[config.mk]
export PLATFORM = sky130hd
export DESIGN_NAME = six_square_metal_voice
export DESIGN_NICKNAME = d
export VERILOG_FILES = /design/src/sv/ssmv_pkg.sv /design/src/sv/ssmv_mul.sv /design/src/sv/six_square_metal_voice.sv
export SDC_FILE = /design/constraint.sdc
export NUM_CORES = 2
export LEC_CHECK = 0
export CAP_MARGIN = 20
export CORE_AREA = 8 8 278 280
export CTS_CLUSTER_DIAMETER = 50
export DETAILED_ROUTE_END_ITERATION = 7
export DIE_AREA = 0 0 286 288
export DONT_BUFFER_PORTS = 1
export PLACE_DENSITY_LB_ADDON = 0.3
export SYNTH_ARGS = -nofsm -noshare
export SYNTH_HDL_FRONTEND = slang
export SYNTH_SLANG_ARGS = --single-unit
[constraint.sdc]
create_clock -name clk -period 37.5 [get_ports clk]
set_input_delay 1.875 -clock clk [delete_from_list [all_inputs] [get_ports clk]]
set_output_delay 1.875 -clock clk [all_outputs]
set_load 0.02 [all_outputs]
[src/sv/ssmv_pkg.sv]
package ssmv_pkg;

  typedef enum logic [3:0] {
    ST_IDLE,
    ST_STEP,
    ST_ADV,
    ST_FILT,
    ST_DIV,
    ST_CORR,
    ST_OUT1,
    ST_OUT2,
    ST_OUT3,
    ST_ENV
  } state_t;

  typedef enum logic [1:0] {
    CFG_BASE_STEP,
    CFG_SPREAD,
    CFG_DECAY,
    CFG_GAIN
  } cfg_idx_t;

  localparam int CFG_IDX_W  = 2;
  localparam int CFG_DATA_W = 24;
  localparam int BASE_W     = 24;
  localparam int SPREAD_W   = 16;
  localparam int DECAY_W    = 16;
  localparam int GAIN_W     = 16;
  localparam int SAMPLE_W   = 16;
  localparam int ENV_W      = 17;
  localparam int HP_W       = 18;
  localparam int RATIO_W    = 15;
  localparam int RIDX_W     = 3;
  localparam int SCALE_W    = 17;
  localparam int Q14        = 14;

  // shared multiplier
  localparam int MUL_A_W = 35;
  localparam int MUL_B_W = 24;
  localparam int MUL_P_W = MUL_A_W + MUL_B_W;

  // filter and constant divide
  localparam int T_W         = 23;
  localparam int TMAG_W      = 22;
  localparam int TP_W        = 38;
  localparam int X_W         = TP_W - 16;
  localparam int RECIP_SHIFT = 23;
  localparam int RECIP_W     = 24;
  localparam int Q_W         = 23;
  localparam int R_W         = 27;

  localparam int OUT_SHIFT = 31;
  localparam int YMAG_W    = MUL_P_W - OUT_SHIFT;

  localparam logic [MUL_P_W-1:0] HALF_Q14  = MUL_P_W'(8192);
  localparam logic [MUL_P_W-1:0] HALF_ENV  = MUL_P_W'(32768);
  localparam logic [MUL_P_W-1:0] HALF_OUT  = MUL_P_W'(64'd1 << (OUT_SHIFT - 1));
  localparam logic [SCALE_W-1:0] SCALE_ONE = SCALE_W'(16384);
  localparam logic [15:0]        HP_COEF   = 16'd60948;
  localparam logic [ENV_W-1:0]   ENV_ONE   = ENV_W'(65536);

  localparam logic signed [HP_W-1:0] HP_MAX = 18'sd131071;
  localparam logic signed [HP_W-1:0] HP_MIN = -18'sd131072;
  localparam logic [Q_W-1:0] HP_POS_LIM = Q_W'(131071);
  localparam logic [Q_W-1:0] HP_NEG_LIM = Q_W'(131072);

  localparam logic signed [SAMPLE_W-1:0] SAMPLE_MAX = 16'sh7FFF;
  localparam logic signed [SAMPLE_W-1:0] SAMPLE_MIN = 16'sh8000;
  localparam logic [YMAG_W-1:0] YMAG_POS_LIM = YMAG_W'(32767);
  localparam logic [YMAG_W-1:0] YMAG_NEG_LIM = YMAG_W'(32768);

  localparam logic [BASE_W-1:0]   BASE_STEP_RST = '0;
  localparam logic [SPREAD_W-1:0] SPREAD_RST    = 16'd16384;
  localparam logic [DECAY_W-1:0]  DECAY_RST     = 16'd65000;
  localparam logic [GAIN_W-1:0]   GAIN_RST      = 16'd29491;

  // inharmonic ratios less one, Q1.14; spare slots run at ratio 1.0
  function automatic logic [RATIO_W-1:0] ratio_less_one(input logic [RIDX_W-1:0] idx);
    logic [RATIO_W-1:0] r;
    unique case (idx)
      3'd0:    r = 15'd0;
      3'd1:    r = 15'd7325;
      3'd2:    r = 15'd10109;
      3'd3:    r = 15'd15180;
      3'd4:    r = 15'd24622;
      3'd5:    r = 15'd27258;
      3'd6:    r = 15'd0;
      3'd7:    r = 15'd0;
      default: r = 15'd0;
    endcase
    return r;
  endfunction

endpackage

[src/sv/ssmv_mul.sv]
module ssmv_mul (
  input  logic                             clk,
  input  logic                             en,
  input  logic [ssmv_pkg::MUL_A_W-1:0]     a,
  input  logic [ssmv_pkg::MUL_B_W-1:0]     b,
  output logic [ssmv_pkg::MUL_P_W-1:0]     p
);

  logic [ssmv_pkg::MUL_P_W-1:0] p_r;

  always_ff @(posedge clk) begin
    if (en) begin
      p_r <= ssmv_pkg::MUL_P_W'(a) * ssmv_pkg::MUL_P_W'(b);
    end
  end

  assign p = p_r;

endmodule

[src/sv/six_square_metal_voice.sv]
// Metallic hi-hat voice: each request on the in_ channel yields one signed Q1.15 sample on
// the out_ channel. Six square oscillators at fixed inharmonic ratios of base_step are
// averaged, high-passed, shaped by a decaying envelope and the gain, and saturated; a request
// with start_req set restarts phases, filter and envelope before its sample. All of a request is
// paced by the one shared 35x24 multiplier: two products per oscillator, then one each for
// the filter, the divide by NUM_OSC, the envelope scaling, the gain and the envelope decay.
// in_ready is high only while the sequencer is idle. The sample sits in an output register,
// so the next request is taken while it waits; if it is still unclaimed when the next sample
// is due, the sequencer holds. cfg_ready is always high; write the registers (0 base_step,
// 1 spread, 2 decay_factor, 3 gain) only while no request is in flight.
module six_square_metal_voice #(
  parameter int NUM_OSC    = 6,
  parameter int PHASE_BITS = 24
) (
  input  logic                                   clk,
  input  logic                                   rst_n,
  input  logic                                   in_valid,
  output logic                                   in_ready,
  input  logic                                   in_start_req,
  output logic                                   out_valid,
  input  logic                                   out_ready,
  output logic signed [ssmv_pkg::SAMPLE_W-1:0]   out_sample,
  input  logic                                   cfg_valid,
  output logic                                   cfg_ready,
  input  logic [ssmv_pkg::CFG_IDX_W-1:0]         cfg_index,
  input  logic [ssmv_pkg::CFG_DATA_W-1:0]        cfg_wdata
);

  localparam int OSC_IDX_W   = (NUM_OSC > 1) ? $clog2(NUM_OSC) : 1;
  localparam int SUM_W       = $clog2(NUM_OSC + 1) + 1;
  localparam int DIFF_W      = SUM_W + 1;
  localparam int STEP_FULL_W = ssmv_pkg::BASE_W + ssmv_pkg::SCALE_W - ssmv_pkg::Q14;
  localparam int STEP_EXT_W  = (PHASE_BITS > STEP_FULL_W) ? PHASE_BITS : STEP_FULL_W;

  localparam logic [ssmv_pkg::RECIP_W-1:0] RECIP =
    ssmv_pkg::RECIP_W'((64'd1 << ssmv_pkg::RECIP_SHIFT) / NUM_OSC);
  localparam logic [ssmv_pkg::TP_W+1:0] DIV_BIAS = (ssmv_pkg::TP_W+2)'(NUM_OSC) << 15;
  localparam logic [OSC_IDX_W-1:0] LAST_OSC = OSC_IDX_W'(NUM_OSC - 1);
  localparam logic [ssmv_pkg::R_W-1:0] N_R = ssmv_pkg::R_W'(NUM_OSC);
  localparam logic signed [ssmv_pkg::T_W-1:0] N_T = ssmv_pkg::T_W'(NUM_OSC);

  // configuration
  logic [ssmv_pkg::BASE_W-1:0]   base_step_r;
  logic [ssmv_pkg::SPREAD_W-1:0] spread_r;
  logic [ssmv_pkg::DECAY_W-1:0]  decay_r;
  logic [ssmv_pkg::GAIN_W-1:0]   gain_r;

  // sequencer and voice state
  ssmv_pkg::state_t state_r, state_nxt;
  logic [OSC_IDX_W-1:0]            k_r, k_nxt;
  logic [PHASE_BITS-1:0]           phase_r [NUM_OSC];
  logic [PHASE_BITS-1:0]           phase_nxt [NUM_OSC];
  logic signed [SUM_W-1:0]         sum_r, sum_nxt;
  logic signed [SUM_W-1:0]         prev_r, prev_nxt;
  logic signed [ssmv_pkg::HP_W-1:0] hp_r, hp_nxt;
  logic [ssmv_pkg::ENV_W-1:0]      env_r, env_nxt;
  logic                            out_valid_r, out_valid_nxt;
  logic                            t_neg_r, t_neg_nxt;
  logic [ssmv_pkg::X_W-1:0]        x_r, x_nxt;
  logic signed [ssmv_pkg::SAMPLE_W-1:0] out_sample_r, out_sample_nxt;

  // shared multiplier
  logic                          mul_en;
  logic [ssmv_pkg::MUL_A_W-1:0]  mul_a;
  logic [ssmv_pkg::MUL_B_W-1:0]  mul_b;
  logic [ssmv_pkg::MUL_P_W-1:0]  mul_p;

  // datapath terms
  logic                          in_fire, out_fire, out_free;
  logic [ssmv_pkg::RIDX_W-1:0]   ratio_idx;
  logic [ssmv_pkg::MUL_P_W-1:0]  round_q14;
  logic [ssmv_pkg::SCALE_W-1:0]  scale;
  logic [STEP_FULL_W-1:0]        step_full;
  logic [STEP_EXT_W-1:0]         step_ext;
  logic [PHASE_BITS-1:0]         phase_new;
  logic                          vote;
  logic signed [DIFF_W-1:0]      diff;
  logic signed [ssmv_pkg::T_W-1:0] t_val;
  logic [ssmv_pkg::TMAG_W-1:0]   t_mag;
  logic [ssmv_pkg::TP_W+1:0]     x_sum;
  logic [ssmv_pkg::Q_W-1:0]      q0, q;
  logic [ssmv_pkg::R_W-1:0]      rem;
  logic [ssmv_pkg::HP_W-1:0]     hp_mag;
  logic [ssmv_pkg::MUL_P_W-1:0]  y_sum, env_sum;
  logic [ssmv_pkg::YMAG_W-1:0]   y_mag;

  assign in_ready   = (state_r == ssmv_pkg::ST_IDLE);
  assign in_fire    = in_valid && in_ready;
  assign out_fire   = out_valid_r && out_ready;
  assign out_free   = !out_valid_r || out_ready;
  assign out_valid  = out_valid_r;
  assign out_sample = out_sample_r;
  assign cfg_ready  = 1'b1;

  always_ff @(posedge clk) begin
    if (!rst_n) begin
      base_step_r <= ssmv_pkg::BASE_STEP_RST;
      spread_r    <= ssmv_pkg::SPREAD_RST;
      decay_r     <= ssmv_pkg::DECAY_RST;
      gain_r      <= ssmv_pkg::GAIN_RST;
    end else if (cfg_valid) begin
      unique case (ssmv_pkg::cfg_idx_t'(cfg_index))
        ssmv_pkg::CFG_BASE_STEP: base_step_r <= cfg_wdata[ssmv_pkg::BASE_W-1:0];
        ssmv_pkg::CFG_SPREAD:    spread_r    <= cfg_wdata[ssmv_pkg::SPREAD_W-1:0];
        ssmv_pkg::CFG_DECAY:     decay_r     <= cfg_wdata[ssmv_pkg::DECAY_W-1:0];
        ssmv_pkg::CFG_GAIN:      gain_r      <= cfg_wdata[ssmv_pkg::GAIN_W-1:0];
        default: ;
      endcase
    end
  end

  ssmv_mul u_mul (
    .clk (clk),
    .en  (mul_en),
    .a   (mul_a),
    .b   (mul_b),
    .p   (mul_p)
  );

  // oscillator terms; the ratio product for the next oscillator is issued while advancing
  assign ratio_idx = (state_r == ssmv_pkg::ST_ADV)
                   ? ssmv_pkg::RIDX_W'(k_r) + ssmv_pkg::RIDX_W'(1)
                   : ssmv_pkg::RIDX_W'(k_r);
  assign round_q14 = mul_p + ssmv_pkg::HALF_Q14;
  assign scale     = ssmv_pkg::SCALE_ONE
                   + round_q14[ssmv_pkg::Q14 +: ssmv_pkg::SCALE_W];
  assign step_full = round_q14[ssmv_pkg::Q14 +: STEP_FULL_W];
  assign step_ext  = STEP_EXT_W'(step_full);
  assign phase_new = phase_r[k_r] + step_ext[PHASE_BITS-1:0];
  assign vote      = (phase_new != '0) && !phase_new[PHASE_BITS-1];

  // high-pass terms
  assign diff  = DIFF_W'(sum_r) - DIFF_W'(prev_r);
  assign t_val = (ssmv_pkg::T_W'(hp_r) * N_T) + (ssmv_pkg::T_W'(diff) <<< 15);
  assign t_mag = t_val[ssmv_pkg::T_W-1] ? ssmv_pkg::TMAG_W'(-t_val)
                                        : ssmv_pkg::TMAG_W'(t_val);
  assign x_sum = (ssmv_pkg::TP_W+2)'(mul_p[ssmv_pkg::TP_W-1:0]) + DIV_BIAS;

  // reciprocal quotient is at most one short: one compare settles it
  assign q0  = mul_p[ssmv_pkg::RECIP_SHIFT +: ssmv_pkg::Q_W];
  assign rem = ssmv_pkg::R_W'(x_r) - ssmv_pkg::R_W'(q0) * N_R;
  assign q   = q0 + ssmv_pkg::Q_W'(rem >= N_R);

  // output terms
  assign hp_mag  = ssmv_pkg::HP_W'(hp_r[ssmv_pkg::HP_W-1] ? -hp_r : hp_r);
  assign y_sum   = mul_p + ssmv_pkg::HALF_OUT;
  assign y_mag   = y_sum[ssmv_pkg::MUL_P_W-1:ssmv_pkg::OUT_SHIFT];
  assign env_sum = mul_p + ssmv_pkg::HALF_ENV;

  // next state
  always_comb begin
    state_nxt = state_r;
    unique case (state_r)
      ssmv_pkg::ST_IDLE: begin
        if (in_fire) state_nxt = ssmv_pkg::ST_STEP;
      end
      ssmv_pkg::ST_STEP: state_nxt = ssmv_pkg::ST_ADV;
      ssmv_pkg::ST_ADV: begin
        state_nxt = (k_r == LAST_OSC) ? ssmv_pkg::ST_FILT : ssmv_pkg::ST_STEP;
      end
      ssmv_pkg::ST_FILT: state_nxt = ssmv_pkg::ST_DIV;
      ssmv_pkg::ST_DIV:  state_nxt = ssmv_pkg::ST_CORR;
      ssmv_pkg::ST_CORR: state_nxt = ssmv_pkg::ST_OUT1;
      ssmv_pkg::ST_OUT1: state_nxt = ssmv_pkg::ST_OUT2;
      ssmv_pkg::ST_OUT2: state_nxt = ssmv_pkg::ST_OUT3;
      ssmv_pkg::ST_OUT3: begin
        // hold until the output register is free
        if (out_free) state_nxt = ssmv_pkg::ST_ENV;
      end
      ssmv_pkg::ST_ENV: state_nxt = ssmv_pkg::ST_IDLE;
      default: state_nxt = ssmv_pkg::ST_IDLE;
    endcase
  end

  // datapath and multiplier operands
  always_comb begin
    mul_en         = 1'b1;
    mul_a          = '0;
    mul_b          = '0;
    k_nxt          = k_r;
    phase_nxt      = phase_r;
    sum_nxt        = sum_r;
    prev_nxt       = prev_r;
    hp_nxt         = hp_r;
    env_nxt        = env_r;
    t_neg_nxt      = t_neg_r;
    x_nxt          = x_r;
    out_sample_nxt = out_sample_r;
    out_valid_nxt  = out_fire ? 1'b0 : out_valid_r;
    unique case (state_r)
      ssmv_pkg::ST_IDLE: begin
        mul_a = ssmv_pkg::MUL_A_W'(spread_r);
        mul_b = ssmv_pkg::MUL_B_W'(ssmv_pkg::ratio_less_one(ratio_idx));
        if (in_fire) begin
          k_nxt   = '0;
          sum_nxt = '0;
          if (in_start_req) begin
            for (int i = 0; i < NUM_OSC; i++) phase_nxt[i] = '0;
            prev_nxt = '0;
            hp_nxt   = '0;
            env_nxt  = ssmv_pkg::ENV_ONE;
          end
        end
      end
      ssmv_pkg::ST_STEP: begin
        mul_a = ssmv_pkg::MUL_A_W'(base_step_r);
        mul_b = ssmv_pkg::MUL_B_W'(scale);
      end
      ssmv_pkg::ST_ADV: begin
        mul_a = ssmv_pkg::MUL_A_W'(spread_r);
        mul_b = ssmv_pkg::MUL_B_W'(ssmv_pkg::ratio_less_one(ratio_idx));
        phase_nxt[k_r] = phase_new;
        sum_nxt = vote ? sum_r + SUM_W'(1) : sum_r - SUM_W'(1);
        k_nxt   = (k_r == LAST_OSC) ? '0 : k_r + OSC_IDX_W'(1);
      end
      ssmv_pkg::ST_FILT: begin
        mul_a     = ssmv_pkg::MUL_A_W'(t_mag);
        mul_b     = ssmv_pkg::MUL_B_W'(ssmv_pkg::HP_COEF);
        t_neg_nxt = t_val[ssmv_pkg::T_W-1];
      end
      ssmv_pkg::ST_DIV: begin
        x_nxt = x_sum[ssmv_pkg::TP_W-1:16];
        mul_a = ssmv_pkg::MUL_A_W'(x_sum[ssmv_pkg::TP_W-1:16]);
        mul_b = RECIP;
      end
      ssmv_pkg::ST_CORR: begin
        if (t_neg_r) begin
          hp_nxt = (q > ssmv_pkg::HP_NEG_LIM) ? ssmv_pkg::HP_MIN
                                              : -$signed(ssmv_pkg::HP_W'(q));
        end else begin
          hp_nxt = (q > ssmv_pkg::HP_POS_LIM) ? ssmv_pkg::HP_MAX
                                              : $signed(ssmv_pkg::HP_W'(q));
        end
        prev_nxt = sum_r;
      end
      ssmv_pkg::ST_OUT1: begin
        mul_a = ssmv_pkg::MUL_A_W'(hp_mag);
        mul_b = ssmv_pkg::MUL_B_W'(env_r);
      end
      ssmv_pkg::ST_OUT2: begin
        mul_a = mul_p[ssmv_pkg::MUL_A_W-1:0];
        mul_b = ssmv_pkg::MUL_B_W'(gain_r);
      end
      ssmv_pkg::ST_OUT3: begin
        mul_a  = ssmv_pkg::MUL_A_W'(env_r);
        mul_b  = ssmv_pkg::MUL_B_W'(decay_r);
        // keep the gain product while the output is blocked
        mul_en = out_free;
        if (out_free) begin
          out_valid_nxt = 1'b1;
          if (hp_r[ssmv_pkg::HP_W-1]) begin
            out_sample_nxt = (y_mag > ssmv_pkg::YMAG_NEG_LIM) ? ssmv_pkg::SAMPLE_MIN
                           : -$signed(ssmv_pkg::SAMPLE_W'(y_mag));
          end else begin
            out_sample_nxt = (y_mag > ssmv_pkg::YMAG_POS_LIM) ? ssmv_pkg::SAMPLE_MAX
                           : $signed(ssmv_pkg::SAMPLE_W'(y_mag));
          end
        end
      end
      ssmv_pkg::ST_ENV: begin
        env_nxt = env_sum[16 +: ssmv_pkg::ENV_W];
      end
      default: ;
    endcase
  end

  always_ff @(posedge clk) begin
    if (!rst_n) begin
      state_r     <= ssmv_pkg::ST_IDLE;
      k_r         <= '0;
      sum_r       <= '0;
      prev_r      <= '0;
      hp_r        <= '0;
      env_r       <= ssmv_pkg::ENV_ONE;
      out_valid_r <= 1'b0;
      for (int i = 0; i < NUM_OSC; i++) phase_r[i] <= '0;
    end else begin
      state_r     <= state_nxt;
      k_r         <= k_nxt;
      sum_r       <= sum_nxt;
      prev_r      <= prev_nxt;
      hp_r        <= hp_nxt;
      env_r       <= env_nxt;
      out_valid_r <= out_valid_nxt;
      phase_r     <= phase_nxt;
    end
  end

  always_ff @(posedge clk) begin
    t_neg_r      <= t_neg_nxt;
    x_r          <= x_nxt;
    out_sample_r <= out_sample_nxt;
  end

endmodule

==> results.py <==
metrics = {
    "status": {
        "status": "finished, final reports clean",
    },
    "grt": {
        "antenna_found_initial": 4,
        "grt_max_degree": 268,
        "grt_overflow": 0,
        "grt_pass1_vias": 39025,
        "track_usage_pct": 34.3,
        "grt_pass1_wl_um": 223000,
    },
    "clock_network": {
        "post_cts_buffers": 0,
        "h-tree-depth": 2,
        "cts_resized": 0,
        "cts_buffers": 43,
        "clock-sinks": 361,
        "cts_hold_buffers": 0,
        "root_buffer": "clkbuf_16",
        "cts_buffer_depth": 3,
        "cts_tree": "yes",
        "insertion_delay_ns": 0.61,
        "clkTransAtPathRegs_ns": 0.06,
    },
    "critical_path": {
        "crit_type": "reg -> reg",
        "reg2reg_to": "u_mul.p[50]",
        "r2r-start": "hp_r[2]",
        "crit_arrival_ns": 13.86,
        "required_ns": 37.83,
        "cp_max_fo": 7,
        "crit_path_start": "hp_r[2]",
        "cp_common_cell": "fa_1",
        "cpPeakStageDelay_ns": 0.76,
        "crit_path_end_kind": "flip-flop",
        "ff2ff_setup_slack_ns": 23.97,
        "cp_slowest_cell": "a221oi_1",
        "start_kind": "flip-flop",
        "r2r_cells": 46,
    },
    "routing": {
        "vias_per_cell": 6.19,
        "drc": 0,
        "wirelength_um": 143000,
        "drt_iter0_markers": 4619,
        "vias": 39208,
        "ant_nets": 0,
        "first_pass_iters": 8,
        "wl_per_cell_um": 22.6,
    },
    "yosys": {
        "synth_cell_types": 95,
        "synth_enable_flop_cells": 94,
        "synthMuxAreaShare_pct": 0.949,
        "ys_warn_count": 0,
        "yosysTopAreaCell": "fa_1",
        "syn_avg_cell_area_um2": 8.38,
        "synth.area.top_cells": "fa_1, dfxtp_1, ha_1, nand2_1, edfxtp_1",
        "synth_area_um2": 46000,
        "synth_compound_area_share_pct": 14.1,
        "synth_top_area_share_pct": 24.5,
        "synth_top_family_by_area": "adder cells",
        "yosys.area_share.simple_pct": 18.7,
        "synthArstFlopShare_pct": 0,
        "synth_ff_type": "dfxtp_1",
        "ys_seq_area_share_pct": 17.8,
        "synthAdderAreaFrac_pct": 34.8,
        "synth_xor_area_share_pct": 5.04,
        "yosys_register_bits": 361,
        "synth_cells": 5486,
    },
    "final_layout": {
        "layout_commonest_cell": "nand2_1",
        "multi_input_area_um2": 34100,
        "syn_to_final_growth_pct": 5.02,
        "drive_above_1_share_pct": 3.76,
        "nets": 6315,
        "layout_common_cells": "nand2_1, inv_1, fa_1, ha_1, dfxtp_1",
        "ff_latch_area_um2": 8170,
        "final.fill_count": 6124,
    },
    "sta": {
        "fin_crit_sh_pct": 36.1,
        "drv_slew": 0,
        "setup_tns_ns": 0,
        "hold_viol_final": 0,
        "fin_worst_skew_ns": 0.0395,
        "slew_headroom_pct": 16.4,
        "rsz0062_at_grt": "false",
        "fmax_ghz": 0.0739,
        "fin_crit_ns": 13.53,
        "finalSetupViolations": 0,
        "worstMarginPinSlew_ns": 1.25,
    },
    "floorplanning": {
        "dieWidth_um": 286,
        "core_area_um2": 72600,
        "rows": 99,
        "die_y_um": 288,
        "start_util_pct": 63.4,
        "ioPinCount": 51,
        "die-area_um2": 82400,
    },
    "min_path": {
        "hp-class": "reg -> reg",
        "min_to": "gain_r[10]",
        "worst_hold_path.num_cells": 2,
        "holdCritStartpoint": "gain_r[10]",
    },
    "placed_design": {
        "io_buffers": 0,
        "place.gp.congestion": 1.00,
        "dp_hpwl_um": 107000,
    },
    "pwr": {
        "total_power_w": 0.00138,
        "peakVddDrop_v": 0.0000391,
        "power_density_nw_per_um2": 28.5,
        "cellLeakagePower_nw": 22.2,
    },
    "flow_run": {
        "drv_cap": 0,
    },
}
==> flip-flops by register name, indices dropped and copies added, names as in the netlist, 16 cells and up <==
name	count
spread_r	16
decay_r	16
base_step_r	24
phase_r	144
env_r	17
hp_r	18
x_r	21
gain_r	16
u_mul.p	56
out_sample	16
==> per-stage QoR <==
| step | util (%) | instance area, um2 | cells | setup slack (ns) | hold WS (ns) |
|---|---|---|---|---|---|
| floorplan | - | 46100 | 5522 | 25.73 | 0.439 |
| global placement | 64.6 | 46900 | 6251 | 24.52 | 0.449 |
| detailed placement | 64.6 | 46900 | 6251 | 24.21 | 0.456 |
| CTS | 66.5 | 48300 | 6328 | 24.19 | 0.464 |
| global route | 66.5 | 48300 | 6332 | 23.39 | 0.483 |
| finish | 66.5 | 48300 | 6335 | 23.97 | 0.461 |
==> cell type report <==
cell class | instances | share of cell area, %
antenna | 3 | 0.0155
clock buffer | 57 | 2.44
clock inverter | 20 | 0.456
inverter | 752 | 5.84
multi-input combinational | 4104 | 70.6
sequential | 361 | 16.9
tap | 959 | 2.48
timing repair buffer | 79 | 1.23
==> kinds of logic (layout without fill, tap and decap cells) <==
family	count (synthesis)	after routing
fa+ha+maj	942	942
flops	361	361
mux	43	43
buf+inv	1057	908
other cells	2	41
simple gates	1845	1845
compound gates	972	972
xor+xnor	264	264
==> how the worst max path moves through the flow <==
stage / to / slack, ns
4_1_cts: u_mul.p[50] / 24.19
3_3_place_gp: u_mul.p[50] / 24.52
2_1_floorplan: u_mul.p[50] / 25.73
3_5_place_dp: u_mul.p[50] / 24.21
6_report: u_mul.p[50] / 23.97
5_1_grt: u_mul.p[50] / 23.39
==> synthesized netlist by cell type, drive strengths merged (38+ instances only) <==
cell / count
and3: 48
a21boi: 144
dfxtp: 267
nand3: 249
xor2: 103
clkbuf: 288
and2: 207
fa: 562
nor2: 235
o21ai: 229
nand2: 843
edfxtp: 94
inv: 751
a21oi: 174
mux2i: 38
ha: 380
xnor2: 161
nor2b: 63
a21o: 89
nor3: 51
a22oi: 60
==> routing by layer <==
layer | vias up | wire length [um] | GRT usage (%)
li1 | 17607 | - | -
met1 | 19030 | 56200 | 45.4
met2 | 2128 | 63600 | 53.9
met3 | 441 | 15300 | 7.15
met4 | 2 | 7950 | 16.0
met5 | - | 11 | 0
==> worst max-delay path: cells and delay by family, from the launching register on <==
| family | cells | cell delay, ns |
|---|---|---|
| AOI/OAI and AO/OA | 15 | 3.80 |
| xor gates and xnor gates | 3 | 0.48 |
| adders and majority gates | 12 | 5.20 |
| buffers and inverters | 6 | 0.42 |
| DFF | 1 | 0.43 |
| muxes | 2 | 0.51 |
| and+or+nand+nor | 8 | 2.42 |
==> power breakdown <==
| part | switching (W) | internal, W |
|---|---|---|
| Clock | 0.000183 | 0.000233 |
| Sequential | 0.0000387 | 0.000426 |
| Combinational | 0.000322 | 0.000175 |
| Total | 0.000543 | 0.000834 |
Note: power is estimated with default switching activity, not from simulation.
